**config.mk**
```make
export PLATFORM = sky130hd
export DESIGN_NAME = dmx_rdm_frame_receiver
export DESIGN_NICKNAME = d
export VERILOG_FILES = /design/src/dmxrdm_pkg.sv /design/src/dmxrdm_in_stage.sv /design/src/dmxrdm_framer.sv /design/src/dmxrdm_out_stage.sv /design/src/dmx_rdm_frame_receiver.sv
export SDC_FILE = /design/constraint.sdc
export NUM_CORES = 1
export LEC_CHECK = 0
export BUFFER_PORTS_ARGS = -buffer_cell sky130_fd_sc_hd__buf_2
export CAP_MARGIN = 0
export CORE_ASPECT_RATIO = 1.25
export CORE_UTILIZATION = 35
export DETAILED_ROUTE_END_ITERATION = 6
export GPL_TIMING_DRIVEN = 0
export PLACE_DENSITY = 0.62
export SLEW_MARGIN = 20
export SYNTH_ARGS = -nofsm -noshare
export SYNTH_HDL_FRONTEND = slang
export SYNTH_SLANG_ARGS = --single-unit
```
**constraint.sdc**
```tcl
create_clock -name clk_i -period 8.75 [get_ports clk_i]
set_input_delay 1.75 -clock clk_i [delete_from_list [all_inputs] [get_ports clk_i]]
set_output_delay 1.75 -clock clk_i [all_outputs]
set_load 0.1 [all_outputs]
```
**src/dmxrdm_pkg.sv**
```systemverilog
`default_nettype none

package dmxrdm_pkg;

  localparam int unsigned ByteW  = 8;
  localparam int unsigned CountW = 10;
  localparam int unsigned MinW   = 9;
  localparam int unsigned CfgIdxW  = 2;
  localparam int unsigned CfgDataW = 10;

  localparam logic [CountW-1:0] SlotLimit      = 10'd512;
  localparam logic [CountW-1:0] RdmLenIndex    = 10'd2;
  localparam logic [CountW-1:0] RdmChecksumLen = 10'd2;

  localparam logic [ByteW-1:0]  DmxStartCodeRst = 8'd0;
  localparam logic [ByteW-1:0]  RdmStartCodeRst = 8'd204;
  localparam logic [CountW-1:0] MaxSlotsRst     = 10'd512;
  localparam logic [MinW-1:0]   RdmMinLenRst    = 9'd26;

  typedef enum logic [CfgIdxW-1:0] {
    CFG_DMX_START_CODE = 2'd0,
    CFG_RDM_START_CODE = 2'd1,
    CFG_MAX_SLOTS      = 2'd2,
    CFG_RDM_MIN_LENGTH = 2'd3
  } cfg_reg_e;

  typedef enum logic [1:0] {
    MODE_IDLE  = 2'd0,
    MODE_START = 2'd1,
    MODE_SLOTS = 2'd2,
    MODE_RDM   = 2'd3
  } rx_mode_e;

  typedef enum logic [2:0] {
    EV_IGNORED      = 3'd0,
    EV_START_STORED = 3'd1,
    EV_SLOT_STORED  = 3'd2,
    EV_DMX_DONE     = 3'd3,
    EV_RDM_DONE     = 3'd4,
    EV_BREAK_FLUSH  = 3'd5,
    EV_BREAK_IDLE   = 3'd6,
    EV_OVERRUN      = 3'd7
  } event_e;

  typedef struct packed {
    logic [ByteW-1:0] rx_byte;
    logic             is_break;
    logic             is_overrun;
  } rx_item_t;

  typedef struct packed {
    event_e            event_res;
    logic [CountW-1:0] slot_index;
    logic [ByteW-1:0]  slot_data;
  } rx_result_t;

endpackage

`default_nettype wire

```
**src/dmxrdm_in_stage.sv**
```systemverilog
`default_nettype none

module dmxrdm_in_stage
  import dmxrdm_pkg::*;
(
  input  wire logic     clk_i,
  input  wire logic     rst_ni,
  input  wire logic     valid_i,
  output logic          ready_o,
  input  wire rx_item_t item_i,
  output logic          valid_o,
  input  wire logic     take_i,
  output rx_item_t      item_o
);

  logic     valid_q, valid_d;
  rx_item_t item_q;

  // refill in the same cycle that the held transaction moves on
  assign ready_o = !valid_q || take_i;
  assign valid_d = ready_o ? valid_i : valid_q;

  always_ff @(posedge clk_i or negedge rst_ni) begin
    if (!rst_ni) begin
      valid_q <= 1'b0;
    end else begin
      valid_q <= valid_d;
    end
  end

  always_ff @(posedge clk_i) begin
    if (ready_o && valid_i) begin
      item_q <= item_i;
    end
  end

  assign valid_o = valid_q;
  assign item_o  = item_q;

endmodule

`default_nettype wire

```
**src/dmxrdm_framer.sv**
```systemverilog
`default_nettype none

module dmxrdm_framer
  import dmxrdm_pkg::*;
(
  input  wire logic                clk_i,
  input  wire logic                rst_ni,
  input  wire logic                cfg_we_i,
  input  wire logic [CfgIdxW-1:0]  cfg_idx_i,
  input  wire logic [CfgDataW-1:0] cfg_data_i,
  input  wire logic                advance_i,
  input  wire rx_item_t            item_i,
  output rx_result_t               result_o
);

  logic [ByteW-1:0]  dmx_code_q, rdm_code_q;
  logic [CountW-1:0] max_slots_q;
  logic [MinW-1:0]   rdm_min_q;

  rx_mode_e          mode_q, mode_d;
  logic [CountW-1:0] count_q, count_d;
  logic [ByteW-1:0]  rdm_len_q, rdm_len_d;

  logic [CountW-1:0] count_inc;
  logic [CountW-1:0] slot_lim;
  logic [ByteW-1:0]  len_eff;
  cfg_reg_e          cfg_sel;

  assign cfg_sel = cfg_reg_e'(cfg_idx_i);

  always_ff @(posedge clk_i or negedge rst_ni) begin
    if (!rst_ni) begin
      dmx_code_q  <= DmxStartCodeRst;
      rdm_code_q  <= RdmStartCodeRst;
      max_slots_q <= MaxSlotsRst;
      rdm_min_q   <= RdmMinLenRst;
    end else if (cfg_we_i) begin
      unique case (cfg_sel)
        CFG_DMX_START_CODE: dmx_code_q  <= cfg_data_i[ByteW-1:0];
        CFG_RDM_START_CODE: rdm_code_q  <= cfg_data_i[ByteW-1:0];
        CFG_MAX_SLOTS:      max_slots_q <= cfg_data_i[CountW-1:0];
        CFG_RDM_MIN_LENGTH: rdm_min_q   <= cfg_data_i[MinW-1:0];
        default: ;
      endcase
    end
  end

  always_ff @(posedge clk_i or negedge rst_ni) begin
    if (!rst_ni) begin
      mode_q    <= MODE_IDLE;
      count_q   <= '0;
      rdm_len_q <= '0;
    end else if (advance_i) begin
      mode_q    <= mode_d;
      count_q   <= count_d;
      rdm_len_q <= rdm_len_d;
    end
  end

  assign count_inc = count_q + 10'd1;
  assign slot_lim  = (max_slots_q > SlotLimit) ? SlotLimit : max_slots_q;
  // the length byte counts as soon as it arrives
  assign len_eff   = (count_q == RdmLenIndex) ? item_i.rx_byte : rdm_len_q;

  always_comb begin
    mode_d    = mode_q;
    count_d   = count_q;
    rdm_len_d = rdm_len_q;
    result_o  = '{event_res: EV_IGNORED, slot_index: '0, slot_data: '0};
    priority if (item_i.is_overrun) begin
      result_o.event_res = EV_OVERRUN;
    end else if (item_i.is_break) begin
      result_o.event_res = (count_q != '0) ? EV_BREAK_FLUSH : EV_BREAK_IDLE;
      count_d = '0;
      mode_d  = MODE_START;
    end else begin
      unique case (mode_q)
        MODE_START: begin
          count_d   = 10'd1;
          rdm_len_d = '0;
          priority if (item_i.rx_byte == dmx_code_q) begin
            mode_d = MODE_SLOTS;
          end else if (item_i.rx_byte == rdm_code_q) begin
            mode_d = MODE_RDM;
          end else begin
            mode_d = MODE_IDLE;
          end
          result_o.event_res = EV_START_STORED;
          result_o.slot_data = item_i.rx_byte;
        end
        MODE_SLOTS: begin
          result_o.slot_index = count_q;
          result_o.slot_data  = item_i.rx_byte;
          if (count_inc > slot_lim) begin
            result_o.event_res = EV_DMX_DONE;
            count_d = '0;
            mode_d  = MODE_IDLE;
          end else begin
            result_o.event_res = EV_SLOT_STORED;
            count_d = count_inc;
          end
        end
        MODE_RDM: begin
          rdm_len_d           = len_eff;
          result_o.slot_index = count_q;
          result_o.slot_data  = item_i.rx_byte;
          if ((count_inc >= (CountW'(len_eff) + RdmChecksumLen)) &&
              (count_inc >= CountW'(rdm_min_q))) begin
            result_o.event_res = EV_RDM_DONE;
            count_d = '0;
            mode_d  = MODE_IDLE;
          end else begin
            result_o.event_res = EV_SLOT_STORED;
            count_d = count_inc;
          end
        end
        default: ;
      endcase
    end
  end

endmodule

`default_nettype wire

```
**src/dmxrdm_out_stage.sv**
```systemverilog
`default_nettype none

module dmxrdm_out_stage
  import dmxrdm_pkg::*;
(
  input  wire logic       clk_i,
  input  wire logic       rst_ni,
  input  wire logic       valid_i,
  output logic            ready_o,
  input  wire rx_result_t result_i,
  output logic            valid_o,
  input  wire logic       ready_i,
  output rx_result_t      result_o
);

  logic       valid_q, valid_d;
  rx_result_t result_q;

  assign ready_o = !valid_q || ready_i;
  assign valid_d = ready_o ? valid_i : valid_q;

  always_ff @(posedge clk_i or negedge rst_ni) begin
    if (!rst_ni) begin
      valid_q <= 1'b0;
    end else begin
      valid_q <= valid_d;
    end
  end

  always_ff @(posedge clk_i) begin
    if (ready_o && valid_i) begin
      result_q <= result_i;
    end
  end

  assign valid_o  = valid_q;
  assign result_o = result_q;

endmodule

`default_nettype wire

```
**src/dmx_rdm_frame_receiver.sv**
```systemverilog
// a transaction taken on the input is registered in the input stage, then its event in the output stage
// throughput: one byte per cycle unless the output stalls, set by the single framer pass between the registers
// back-pressure from the output stalls the input register only when both stages are full
// reset (asynchronous, active low): mode idle, slot count and rdm length zero, both stages empty,
// configuration registers back to dmx code 0, rdm code 204, 512 slots, rdm minimum 26
`default_nettype none

module dmx_rdm_frame_receiver
  import dmxrdm_pkg::*;
(
  input  wire logic                clk_i,
  input  wire logic                rst_ni,
  input  wire logic                cfg_we_i,
  input  wire logic [CfgIdxW-1:0]  cfg_idx_i,
  input  wire logic [CfgDataW-1:0] cfg_data_i,
  input  wire logic                s_axis_tvalid,
  output logic                     s_axis_tready,
  input  wire logic [7:0]          s_axis_tdata,   // [7:0] rx_byte
  input  wire logic [1:0]          s_axis_tuser,   // [0] is_break, [1] is_overrun
  output logic                     m_axis_tvalid,
  input  wire logic                m_axis_tready,
  output logic [23:0]              m_axis_tdata,   // [9:0] slot_index, [17:10] slot_data, rest 0
  output logic [2:0]               m_axis_tuser    // [2:0] event_res
);

  rx_item_t   in_item, held_item;
  rx_result_t res_comb, res_out;
  logic       held_valid, out_ready, advance;

  assign in_item = '{rx_byte: s_axis_tdata, is_break: s_axis_tuser[0],
                     is_overrun: s_axis_tuser[1]};
  assign advance = held_valid && out_ready;

  dmxrdm_in_stage u_in (
    .clk_i   (clk_i),
    .rst_ni  (rst_ni),
    .valid_i (s_axis_tvalid),
    .ready_o (s_axis_tready),
    .item_i  (in_item),
    .valid_o (held_valid),
    .take_i  (out_ready),
    .item_o  (held_item)
  );

  dmxrdm_framer u_framer (
    .clk_i      (clk_i),
    .rst_ni     (rst_ni),
    .cfg_we_i   (cfg_we_i),
    .cfg_idx_i  (cfg_idx_i),
    .cfg_data_i (cfg_data_i),
    .advance_i  (advance),
    .item_i     (held_item),
    .result_o   (res_comb)
  );

  dmxrdm_out_stage u_out (
    .clk_i    (clk_i),
    .rst_ni   (rst_ni),
    .valid_i  (held_valid),
    .ready_o  (out_ready),
    .result_i (res_comb),
    .valid_o  (m_axis_tvalid),
    .ready_i  (m_axis_tready),
    .result_o (res_out)
  );

  assign m_axis_tdata = {6'd0, res_out.slot_data, res_out.slot_index};
  assign m_axis_tuser = res_out.event_res;

endmodule

`default_nettype wire

```
**Word level (Yosys, flattened, before mapping)**

Cells that the tools add are included.

- Flip-flop bits (word level): 88
- Latch bits: 0
- Memory bits (writable): 0
- Bits in read-only memories: 0
- Input bits: 27
- Output and inout bits: 29
- Word-level logic and storage cells: 76
- Memories: 0

- Add/sub/neg operators: 2
- $mul: 0
- Div/mod/pow operators: 0
- $lt $le $gt $ge: 4
- Equality and inequality tests: 11
- Shift operators: 0
- Muxes and demuxes: 18
- Bitwise logic cells: 4
- Reduce and logical (&&, ||, !) cells: 22

Operators by type and width:

| cell | number |
|---|---|
| $mux W10 | 4 |
| $pmux W10 S3 | 1 |
| $eq A8 B8 Y1 | 2 |
| $pmux W8 S2 | 1 |
| $mux W2 | 6 |
| $add A10 B1 Y10 const B | 1 |
| $eq A10 B2 Y1 const B | 1 |
| $ge A10 B10 Y1 | 1 |
| $ge A10 B9 Y1 | 1 |
| $gt A10 B10 Y1 | 1 |
| $gt A10 B10 Y1 const B | 1 |
| $reduce_bool A10 Y1 | 1 |
| $add A8 B2 Y9 const B | 1 |
| $pmux W3 S3 | 1 |
| $reduce_or A3 Y1 | 3 |
| $eq A2 B2 Y1 const B | 4 |
| $mux W8 | 1 |
| $reduce_and A2 Y1 | 4 |
| $mux W3 | 2 |
| $ne A3 B2 Y1 const B | 2 |
| $pmux W2 S3 | 1 |
| $reduce_and A5 Y1 | 1 |
| $eq A2 B1 Y1 const B | 2 |
| $not A1 Y1 | 4 |
| other kinds (10) | 14 |

**Longest topological paths before layout**

Gate-level depths: netlist of the first run.

- Word-level depth: 8
- Mapped depth: 18
- Mapped depth without buffers: 17

**Cells and area by module**

A second synthesis of the first run with hierarchy kept.

- Cell total of the unflattened synthesis: 418
- Area total of the unflattened synthesis: 4852.2 sq um

By module, submodules not included:

| module | times used | cells each | area each (sq um) | seq. area each (sq um) |
|---|---|---|---|---|
| dmxrdm_framer | 1 | 371 | 3758.6 | 1386.3 |
| dmxrdm_out_stage | 1 | 25 | 684.4 | 655.6 |
| dmxrdm_in_stage | 1 | 14 | 354.1 | 325.3 |
| dmx_rdm_frame_receiver | 1 | 8 | 55.1 | 0.0 |

**Worst setup path before layout of the first run**

OpenSTA, ideal clock, no wires.

- Kind: in2out
- From: input port m_axis_tready
- To: output port s_axis_tready
- Arrival time: 2572 ps
- Required time: 7000 ps
- Slack: 4428 ps
- Cell stages on the path: 1
- Buffers on the path: 0
- Cells stage by stage: nand3b_1

- Word-level cells in the longest chain between the ends: 2

Ends and longest elaborated chain:

| item | line | text |
|---|---|---|
| start, declared | dmx_rdm_frame_receiver.sv:21 | `input wire logic m_axis_tready,` |
| $logic_or A1 B1 Y1 | dmxrdm_out_stage.sv:19 | `assign ready_o = !valid_q \|\| ready_i;` |
| $logic_or A1 B1 Y1 | dmxrdm_in_stage.sv:20 | `assign ready_o = !valid_q \|\| take_i;` |
| end, declared | dmx_rdm_frame_receiver.sv:17 | `output logic s_axis_tready,` |

Every way passes these cells.

**Worst setup path after layout of the first run**

- From: register u_framer.count_q[0]
- To: register u_out.result_q, in the netlist u_out.result_o[19] (data pin)

- Word-level cells in the longest chain between the ends: 8
- Elaborated cells between the ends (all ways): 12
- Those cells by class: add/sub (2); order compare (2); eq/ne (1); mux (5); reduce/logical (2)

Ends and longest elaborated chain:

| item | line | text |
|---|---|---|
| start, declared | dmxrdm_framer.sv:21 | `logic [CountW-1:0] count_q, count_d;` |
| start signal, assigned | dmxrdm_framer.sv:55 | `count_q <= count_d;` |
| $eq A10 B2 Y1 | dmxrdm_framer.sv:63 | `assign len_eff = (count_q == RdmLenIndex) ? item_i.rx_byte : rdm_len_q;` |
| $mux W8 | dmxrdm_framer.sv:63 |  |
| $add A8 B2 Y9 | dmxrdm_framer.sv:107 | `if ((count_inc >= (CountW'(len_eff) + RdmChecksumLen)) &&` |
| $ge A10 B10 Y1 | dmxrdm_framer.sv:107 |  |
| $logic_and A1 B1 Y1 | dmxrdm_framer.sv:107 |  |
| $mux W3 | dmxrdm_framer.sv:107 |  |
| $pmux W3 S3 | dmxrdm_framer.sv:77 | `unique case (mode_q)` |
| $mux W3 * | dmxrdm_framer.sv:72 | `end else if (item_i.is_break) begin` |
| end signal, assigned | dmxrdm_out_stage.sv:32 | `result_q <= result_i;` |
| end, declared | dmxrdm_out_stage.sv:17 | `rx_result_t result_q;` |

Mark *: on every way between the ends. The rest lies on a longest branch, timed or not.
A chain may end at the register's enable or synchronous reset.

==> impl_metrics.ini, run 1 <==
[drt]
routedWlPerCell_um = 15.70
dr.pass1.iters = 4
wl_met1_um = 4736
drt_iter0_drc = 143
met3_length_um = 265
postRouteAntennaNets = 0
drt_wl_total_um = 10410
wl_met2_um = 5291
drc = 0
vias = 3358
top_layer_used = met4
drt-vias-per-instance = 5.065

[power_and_ir_drop]
ir_drop_mv = 0.1026
seq_power_share_pct = 45.2
swShare_pct = 31.14
power-per-cell-area_nw_per_um2 = 202.8
p_comb_share_pct = 21.1
pwr-share-clk_pct = 33.7
p_int_mw = 0.7856
p_sw_mw = 0.3552
p_leak_nw = 2.505

[layout]
drive_gt1_share_pct = 27.03
fill_cells = 1269
diodes = 0
nets = 546
regArea_sq_um = 2367
syn_to_final_growth_pct = 16.09
multi_input_area_sq_um = 2326

[cts]
root_buffer = clkbuf_16
cts.clk_slew.worst_paths_ns = 0.07
cts_tree = done
ctsHtreeMaxLevel = 3
post_cts_buffers = 0
insertion_delay_ns = 0.34
cts_resized = 0
clock-sinks = 88
holdBufCountCts = 0
cts_made_buffers = 9
clockBufferDepth = 2

[run]
max_cap_viol_count = 0

[hold_path]
hold_end = u_framer.rdm_len_q[0]
hold_path_class = flop to flop
worstHoldStart = u_framer.rdm_len_q[0]
min_delay_path_depth = 2

[global_route]
antenna_found_initial = 0
grt_pass1_vias = 3346
grt_max_degree = 58
grt_pass1_wl_um = 17220
grt.total_usage_pct = 15.58
gr-total-overflow = 0

[sta]
hold_viol = 0
worst_slack_ns = 4.404
setup_tns_ns = 0
min_period_ns = 4.346
fmax_mhz = 230.1
slew_violations = 0
max_slew.worst_pin.slew_ns = 0.8807
finalClockSkew_ns = 0.007301
whs_ns = 0.4982
period_share_pct = 49.67
rsz0062_at_grt = no
setup_viol = 0
relSlewSlack_pct = 41.22

[setup_path]
cp-startpoint = u_framer.count_q[0]
r2r_slack_ns = 4.40
cp_data_arrival_time_ns = 4.43
crit_fanout = 10
cpMostUsedCell = ha_1
worst_path_max_delay_cell = dfrtp_1
worstReg2RegStart = u_framer.count_q[0]
critPathRequiredTime_ns = 8.84
r2r_cells = 17
crit_chain = inv_1 -> ha_1 -> nand3_1 -> buf_2 -> mux2_2 -> ha_1 -> nand3_1 -> xor2_1 -> nor2_1 -> a21oi_1 -> ha_1 -> nand2_1 -> o41ai_1 -> o22ai_1 -> a21boi_4 -> nor3b_1 -> or3_1
rr_endpoint = u_out.result_o[19]
max_stage_delay_ns = 0.61
end_kind = flop
start_kind = flop
worstSetupPathType = flop to flop

[floorplan]
ios = 56
initial_core_util_pct = 36.29
die_area_sq_um = 14320
core_sq_um = 13350
fp.dieW_um = 107.2
fp-row-count = 47
fp.dieH_um = 133.5

[yosys]
seq_area_frac_synth_pct = 48.86
yosys_warnings = 0
synth_cell_type_count = 56
synth-seq-cells = 88
yosys.area.top_type_share_pct = 25.31
syn_area_sq_um = 4845
syn_area_per_cell_sq_um = 11.48
synth-main-ff-cell = dfrtp_1
async_flop_share_pct = 64.77
syn_inst = 422
synth-edff-count = 31
synth.largest_area_cell = dfrtp_1
synth_area_leaders = dfrtp_1, edfxtp_1, mux2_2

[placement]
dp_hpwl_um = 7744
dp_slack_ns = 4.419
place.gp.congestion = 0.8277
port_buffers = 49

[run_status]
status = complete, no violations
-- per-stage QoR --
stage / utilization (%) / power, mW / area [sq um] / cells
final: 42.13 / 1.141 / 5624 / 663
after global routing: 42.13 / 1.197 / 5624 / 663
after CTS: 42.13 / 1.151 / 5624 / 663
after detailed placement: 39.89 / 0.7663 / 5325 / 647
after global placement: 39.87 / 0.7566 / 5323 / 647
after floorplan: - / 0.7033 / 4863 / 427
-- layer usage --
layer / track usage (%) / vias to the layer above
met5: 0 / -
met2: 25.95 / 57
met4: 4.947 / 0
met3: 2.642 / 8
li1: - / 1642
met1: 20.54 / 1651
-- critical path: cells and delay by family, from the launching register on --
| family | cells | cell delay, ns |
|---|---|---|
| xor+xnor | 1 | 0.20 |
| buf+inv | 2 | 0.39 |
| mux | 1 | 0.40 |
| flops | 1 | 0.61 |
| compound gates | 4 | 1.04 |
| simple gates | 6 | 0.82 |
| fa+ha+maj | 3 | 0.62 |
-- kinds of logic (layout without fill, tap and decap cells) --
logic type	after synthesis	in the layout	share of synthesized area, %
compound gates	63	63	9.505
xor+xnor	30	30	5.579
fa+ha+maj	32	32	8.264
buf+inv	36	101	3.512
flops	88	88	48.86
mux	42	42	9.659
other cells	1	6	0.07741
simple gates	130	130	14.54
-- cells in the final DEF, fill, tap and decap left out, types with 6 or more instances in the layout --
cell type / count
buf_2: 52
dfrtp_1: 49
nand2_1: 38
mux2_2: 38
ha_1: 32
edfxtp_1: 31
and2_1: 18
nand3_1: 17
xnor2_1: 16
inv_1: 15
a21oi_1: 14
xor2_1: 13
a22o_1: 13
nor2_1: 12
clkbuf_1: 11
clkbuf_16: 9
dfstp_2: 8
o21ai_0: 7
a21o_1: 7
buf_4: 7
nor4_1: 6
nand2b_1: 6
conb_1: 6
-- layout make-up --
type,count,share of cell area (%)
flip-flops and latches,88,42.09
inverters,15,1.001
well taps,171,3.804
plain buffers,21,2.024
repair buffers,49,4.405
clock buffers,10,4.071
multi-input cells,303,41.36
clock inverters,6,1.246
-- synthesized netlist by cell type, types with 12 or more instances --
cell	count
a21oi_1	14
a22o_1	13
and2_1	18
dfrtp_1	49
edfxtp_1	31
ha_1	32
inv_1	15
mux2_2	38
nand2_1	38
nand3_1	17
nor2_1	12
xnor2_1	16
xor2_1	13
-- registers in the layout, summed over array words and instances, names as in the netlist --
signal	flops
u_framer.rdm_code_q	8
u_out.result_o	21
u_framer.rdm_len_q	8
u_framer.max_slots_q	10
u_out.valid_o	1
u_in.valid_o	1
u_in.item_o	10
u_framer.mode_q	2
u_framer.rdm_min_q	9
u_framer.dmx_code_q	8
u_framer.count_q	10
-- power by group through the flow --
stage / logic, mW / clock network [mW] / registers, mW
floorplan: 0.137 / 0 / 0.566
global placement: 0.235 / 0 / 0.522
detailed placement: 0.242 / 0 / 0.524
CTS: 0.244 / 0.391 / 0.516
global route: 0.267 / 0.408 / 0.523
finish: 0.241 / 0.384 / 0.516
-- how the worst max path moves through the flow --
stage	endpoint	slack [ns]	cells after the start
6_report	u_out.result_o[19]	4.40	17
5_1_grt	u_out.result_o[19]	4.14	17
4_1_cts	u_out.result_o[19]	4.39	16
3_5_place_dp	u_out.result_o[19]	4.42	16
3_3_place_gp	u_out.result_o[19]	4.49	16
2_1_floorplan	s_axis_tready	4.43	1
Note: power is estimated with default switching activity, not from simulation.
==> run 2: changes to the inputs <==
Settings changed: PLACE_DENSITY 0.62 to 0.64.
Clock period 8.75 ns to 3.48 ns, I/O delays scaled along.
==> impl_metrics.ini, run 2 (synthesized netlist as in run 1, its figures left out) <==
[run_status]
status = finished with violations
failed_checks = negative setup slack

[cts]
insertion_delay_ns = 0.35
cts_made_buffers = 9
clockBufferDepth = 2
clock-sinks = 88
root_buffer = clkbuf_16
cts_tree = done
holdBufCountCts = 0
ctsHtreeMaxLevel = 3
cts.clk_slew.worst_paths_ns = 0.06

[floorplan]
core_sq_um = 13350
fp.dieH_um = 133.5
initial_core_util_pct = 36.29
die_area_sq_um = 14320
ios = 56
fp-row-count = 47
fp.dieW_um = 107.2

[layout]
final_cell_mix = buf_2, dfrtp_1, mux2_2
syn_to_final_growth_pct = 24.12
nets = 564
diodes = 0
final_common_cell = buf_2
largest_reg_flops = 21
drive_gt1_share_pct = 36.67
stdcell_count = 681

[setup_path]
crit_fanout = 6
worstSetupPathType = flop to flop
r2r_slack_ns = -0.13
worstReg2RegStart = u_framer.count_q[5]
critPathRequiredTime_ns = 3.58
cp-startpoint = u_framer.count_q[5]
end_kind = flop
start_kind = flop
crit_end = u_out.result_o[19]
rr_endpoint = u_out.result_o[19]
cp_data_arrival_time_ns = 3.70
r2r_cells = 15

[global_route]
grt_max_degree = 58
antenna_found_initial = 0
grt_pass1_wl_um = 17330
gr-total-overflow = 0
grt_pass1_vias = 3443
grt.total_usage_pct = 15.76

[sta]
rsz0062_at_grt = yes
worst_slack_ns = -0.1262
period_share_pct = 103.6
setup_tns_ns = -0.8048
relSlewSlack_pct = 37.18
max_slew.worst_pin.slew_ns = 0.9352
fmax_mhz = 277.3
min_period_ns = 3.606
finalClockSkew_ns = 0.005417
hold_viol = 0
slew_violations = 0
setup_viol = 11

[drt]
drt-vias-per-instance = 5.170
postRouteAntennaNets = 0
routedWlPerCell_um = 16.02
drt_wl_total_um = 10910
drt_iter0_drc = 184
drc = 0
vias = 3521
dr.pass1.iters = 4

[placement]
dp.cells = 647
dp_hpwl_um = 7710
port_buffers = 49
place.gp.congestion = 0.8276

[power_and_ir_drop]
p_leak_nw = 2.653
power-per-cell-area_nw_per_um2 = 482.9
ir_drop_mv = 0.2499

[hold_path]
hold_path_class = input port to async pin

[run]
max_cap_viol_count = 0
==> run 2: cell types whose count changed in the layout (fill, tap and decap cells not counted), moves of 4 or more <==
cell and delta:
dfrtp_1 -7, a21oi_1 -4, buf_4 +16, dfrtp_2 +7, ha_1 -4, a21oi_2 +4
nand2_1 -4, buf_6 +4
==> run 2: report_power, final <==
group,switching [mW],internal (mW)
sequential,0.0792,1.21
clock,0.406,0.556
combinational,0.421,0.234
total,0.906,2.00
==> run 2: metrics by stage <==
step / cell area [sq um] / hold slack [ns] / util [%] / setup WS [ns] / power (mW)
6_report: 6013 / 0.4095 / 45.05 / -0.1262 / 2.904
3_5_place_dp: 5386 / 0.4725 / 40.35 / -0.5124 / 1.928
4_1_cts: 5823 / 0.4319 / 43.62 / -0.1229 / 2.903
2_1_floorplan: 4925 / 0.4004 / - / 0.001606 / 1.772
3_3_place_gp: 5384 / 0.4621 / 40.33 / -0.4261 / 1.904
5_1_grt: 6013 / 0.4694 / 45.05 / -0.2986 / 3.038
==> run 2: how the worst min path moves through the flow <==
stage | to | slack, ns
detailed placement | u_framer.rdm_len_q[0] | 0.47
global route | u_framer.rdm_code_q[0] | 0.47
global placement | u_framer.rdm_len_q[0] | 0.46
floorplan | u_framer.count_q[0] | 0.40
CTS | u_framer.rdm_code_q[4] | 0.43
finish | u_framer.dmx_code_q[4] | 0.41
==> run 2: repair_timing <==
item	4_1_cts	5_1_grt
pin swaps	17	14
resized for setup	14	29
buffers inserted	12	7
hold endpoints to repair	0	0
setup endpoints to repair	15	15
==> run 2: worst max-delay path, stage by stage (launching register included) <==
cell,delay (ns)
dfrtp_1,0.38
buf_6,0.14
nor4_4,0.29
nand3_2,0.14
buf_6,0.16
mux2_4,0.31
ha_4,0.18
nand3b_1,0.09
xnor2_1,0.09
ha_1,0.32
nand3_2,0.12
o41ai_4,0.36
o22ai_2,0.15
a21boi_4,0.25
nor3b_2,0.07
or3_1,0.30
==> run 2: final cells by class <==
type	instances	area (sq um)
Fill cell	1231	7336
Inverter	15	56.30
Sequential cell	88	2376
Buffer	20	117.6
Clock buffer	9	225.2
Tap cell	171	214.0
Clock inverter	7	71.32
Timing Repair Buffer	68	401.6
Multi-Input combinational cell	303	2551
==> run 2: routing by layer <==
metal | GRT usage, % | wire [um] | vias to the layer above
met1 | 19.12 | 4607 | 1746
li1 | - | - | 1680
met5 | 0 | 0 | -
met3 | 3.033 | 463 | 20
met2 | 26.67 | 5526 | 75
met4 | 7.610 | 316 | 0
==> run 3: changes to the inputs <==
Settings changed: PLACE_DENSITY 0.64 to 0.62.
Clock period 3.48 ns to 4 ns, I/O delays scaled along.
==> impl_metrics.ini, run 3 (synthesized netlist as in run 1, its figures left out) <==
[run_status]
status = complete, no violations

[sta]
hold_viol = 0
max_slew.worst_pin.slew_ns = 0.8773
worst_slack_ns = 0.1619
whs_ns = 0.4930
slew_violations = 0
period_share_pct = 95.95
rsz0062_at_grt = no
finalClockSkew_ns = 0.006944
min_period_ns = 3.838
relSlewSlack_pct = 41.45
fmax_mhz = 260.5
setup_viol = 0

[power_and_ir_drop]
ir_drop_mv = 0.2244
p_leak_nw = 2.565
power-per-cell-area_nw_per_um2 = 438.6

[layout]
stdcell_area_sq_um = 5747
nets = 553
stdcell_count = 670
drive_gt1_share_pct = 30.26
final_util_pct = 43.05
final_cell_mix = buf_2, dfrtp_1, nand2_1, mux2_2
largest_reg_flops = 21
diodes = 0
final_common_cell = buf_2
syn_to_final_growth_pct = 18.62

[drt]
vias = 3391
dr.pass1.iters = 5
drc = 0
drt-vias-per-instance = 5.061
drt_iter0_drc = 167
drt_wl_total_um = 10570
postRouteAntennaNets = 0
routedWlPerCell_um = 15.77

[floorplan]
fp.dieH_um = 133.5
fp-row-count = 47
ios = 56
initial_core_util_pct = 36.29
die_area_sq_um = 14320
fp.dieW_um = 107.2
core_sq_um = 13350

[cts]
cts_made_buffers = 9
root_buffer = clkbuf_16
clock-sinks = 88
ctsHtreeMaxLevel = 3
clockBufferDepth = 2
insertion_delay_ns = 0.34
cts_tree = done
cts.clk_slew.worst_paths_ns = 0.06
holdBufCountCts = 0

[setup_path]
rr_endpoint = u_out.result_o[19]
cp_data_arrival_time_ns = 3.93
r2r_slack_ns = 0.16
crit_end = u_out.result_o[19]
worstReg2RegStart = u_framer.count_q[4]
start_kind = flop
worstSetupPathType = flop to flop
crit_fanout = 10
end_kind = flop
critPathRequiredTime_ns = 4.09
r2r_cells = 17
cp-startpoint = u_framer.count_q[4]

[placement]
place.gp.congestion = 0.8277
dp.cells = 647
dpl_cell_area_sq_um = 5325
port_buffers = 49
dp_hpwl_um = 7744
dp_slack_ns = -0.3315

[global_route]
grt_pass1_vias = 3408
gr-total-overflow = 0
grt_max_degree = 58
grt.total_usage_pct = 15.78
grt_pass1_wl_um = 17430
antenna_found_initial = 0

[run]
max_cap_viol_count = 0

[hold_path]
hold_path_class = flop to flop
-- run 3: changes by cell type in the layout (fill, tap and decap cells not counted), sizes merged --
cell and change:
clkinvlp +1, buf -11, clkbuf +1, clkinv -1, inv -1
-- run 3: what timing repair did --
action | in CTS | in global routing
buffers inserted | 5 | 2
setup endpoints to repair | 12 | 13
gates resized for setup | 6 | 8
pin swaps | 2 | 6
endpoints found under the hold margin | 0 | 0
-- run 3: worst max-delay path, stage by stage, from the launching register on --
cell and delay [ns]:
dfrtp_1 0.47, nor4_4 0.35, nand3_2 0.14, clkbuf_4 0.22, mux2_2 0.28, ha_2 0.22
nand3_1 0.10, xor2_1 0.19, nor2_1 0.10, a21oi_1 0.06, ha_1 0.31, nand2_1 0.08
o21a_1 0.19, nor2_1 0.12, o22ai_2 0.12, a21boi_4 0.23, nor3b_1 0.07, or3_1 0.34
-- run 3: final cells by class --
| cell class | instances | area (sq um) |
|---|---|---|
| inverter | 15 | 56.30 |
| tap | 171 | 214.0 |
| timing repair buffer | 56 | 300.3 |
| buffer | 21 | 116.4 |
| clock buffer | 10 | 229.0 |
| clock inverter | 6 | 70.07 |
| multi-input combinational | 303 | 2390 |
| fill | 1263 | 7602 |
| sequential | 88 | 2371 |
-- run 3: worst min path at each step --
stage,startpoint,cells past startpoint,slack [ns],to
5_1_grt,u_framer.rdm_len_q[0],2,0.51,u_framer.rdm_len_q[0]
4_1_cts,u_framer.rdm_len_q[0],2,0.50,u_framer.rdm_len_q[0]
2_1_floorplan,u_framer.rdm_len_q[0],2,0.44,u_framer.rdm_len_q[0]
3_3_place_gp,u_framer.rdm_len_q[0],2,0.46,u_framer.rdm_len_q[0]
3_5_place_dp,u_framer.rdm_len_q[0],2,0.48,u_framer.rdm_len_q[0]
6_report,u_framer.rdm_len_q[0],2,0.49,u_framer.rdm_len_q[0]
-- run 3: through the flow --
stage	TNS [ns]	power, mW
final	0	2.520
after global routing	0	2.646
after CTS	0	2.536
after detailed placement	-1.366	1.676
after global placement	-0.5177	1.655
after floorplan	0	1.538
-- run 3: layer usage --
layer / vias up / global-route usage [%] / wire length (um)
li1: 1655 / - / -
met1: 1659 / 20.66 / 4753
met2: 66 / 26.45 / 5376
met3: 11 / 2.642 / 294
met4: 0 / 5.023 / 141
met5: - / 0 / 0
-- run 3: where the power goes --
part           total [mW]  leakage, nW  internal [mW]  switching [mW]
combinational       0.564         1.43          0.197           0.367
sequential           1.12        0.998           1.05          0.0648
clock               0.840        0.135          0.486           0.354
total                2.52         2.56           1.73           0.786
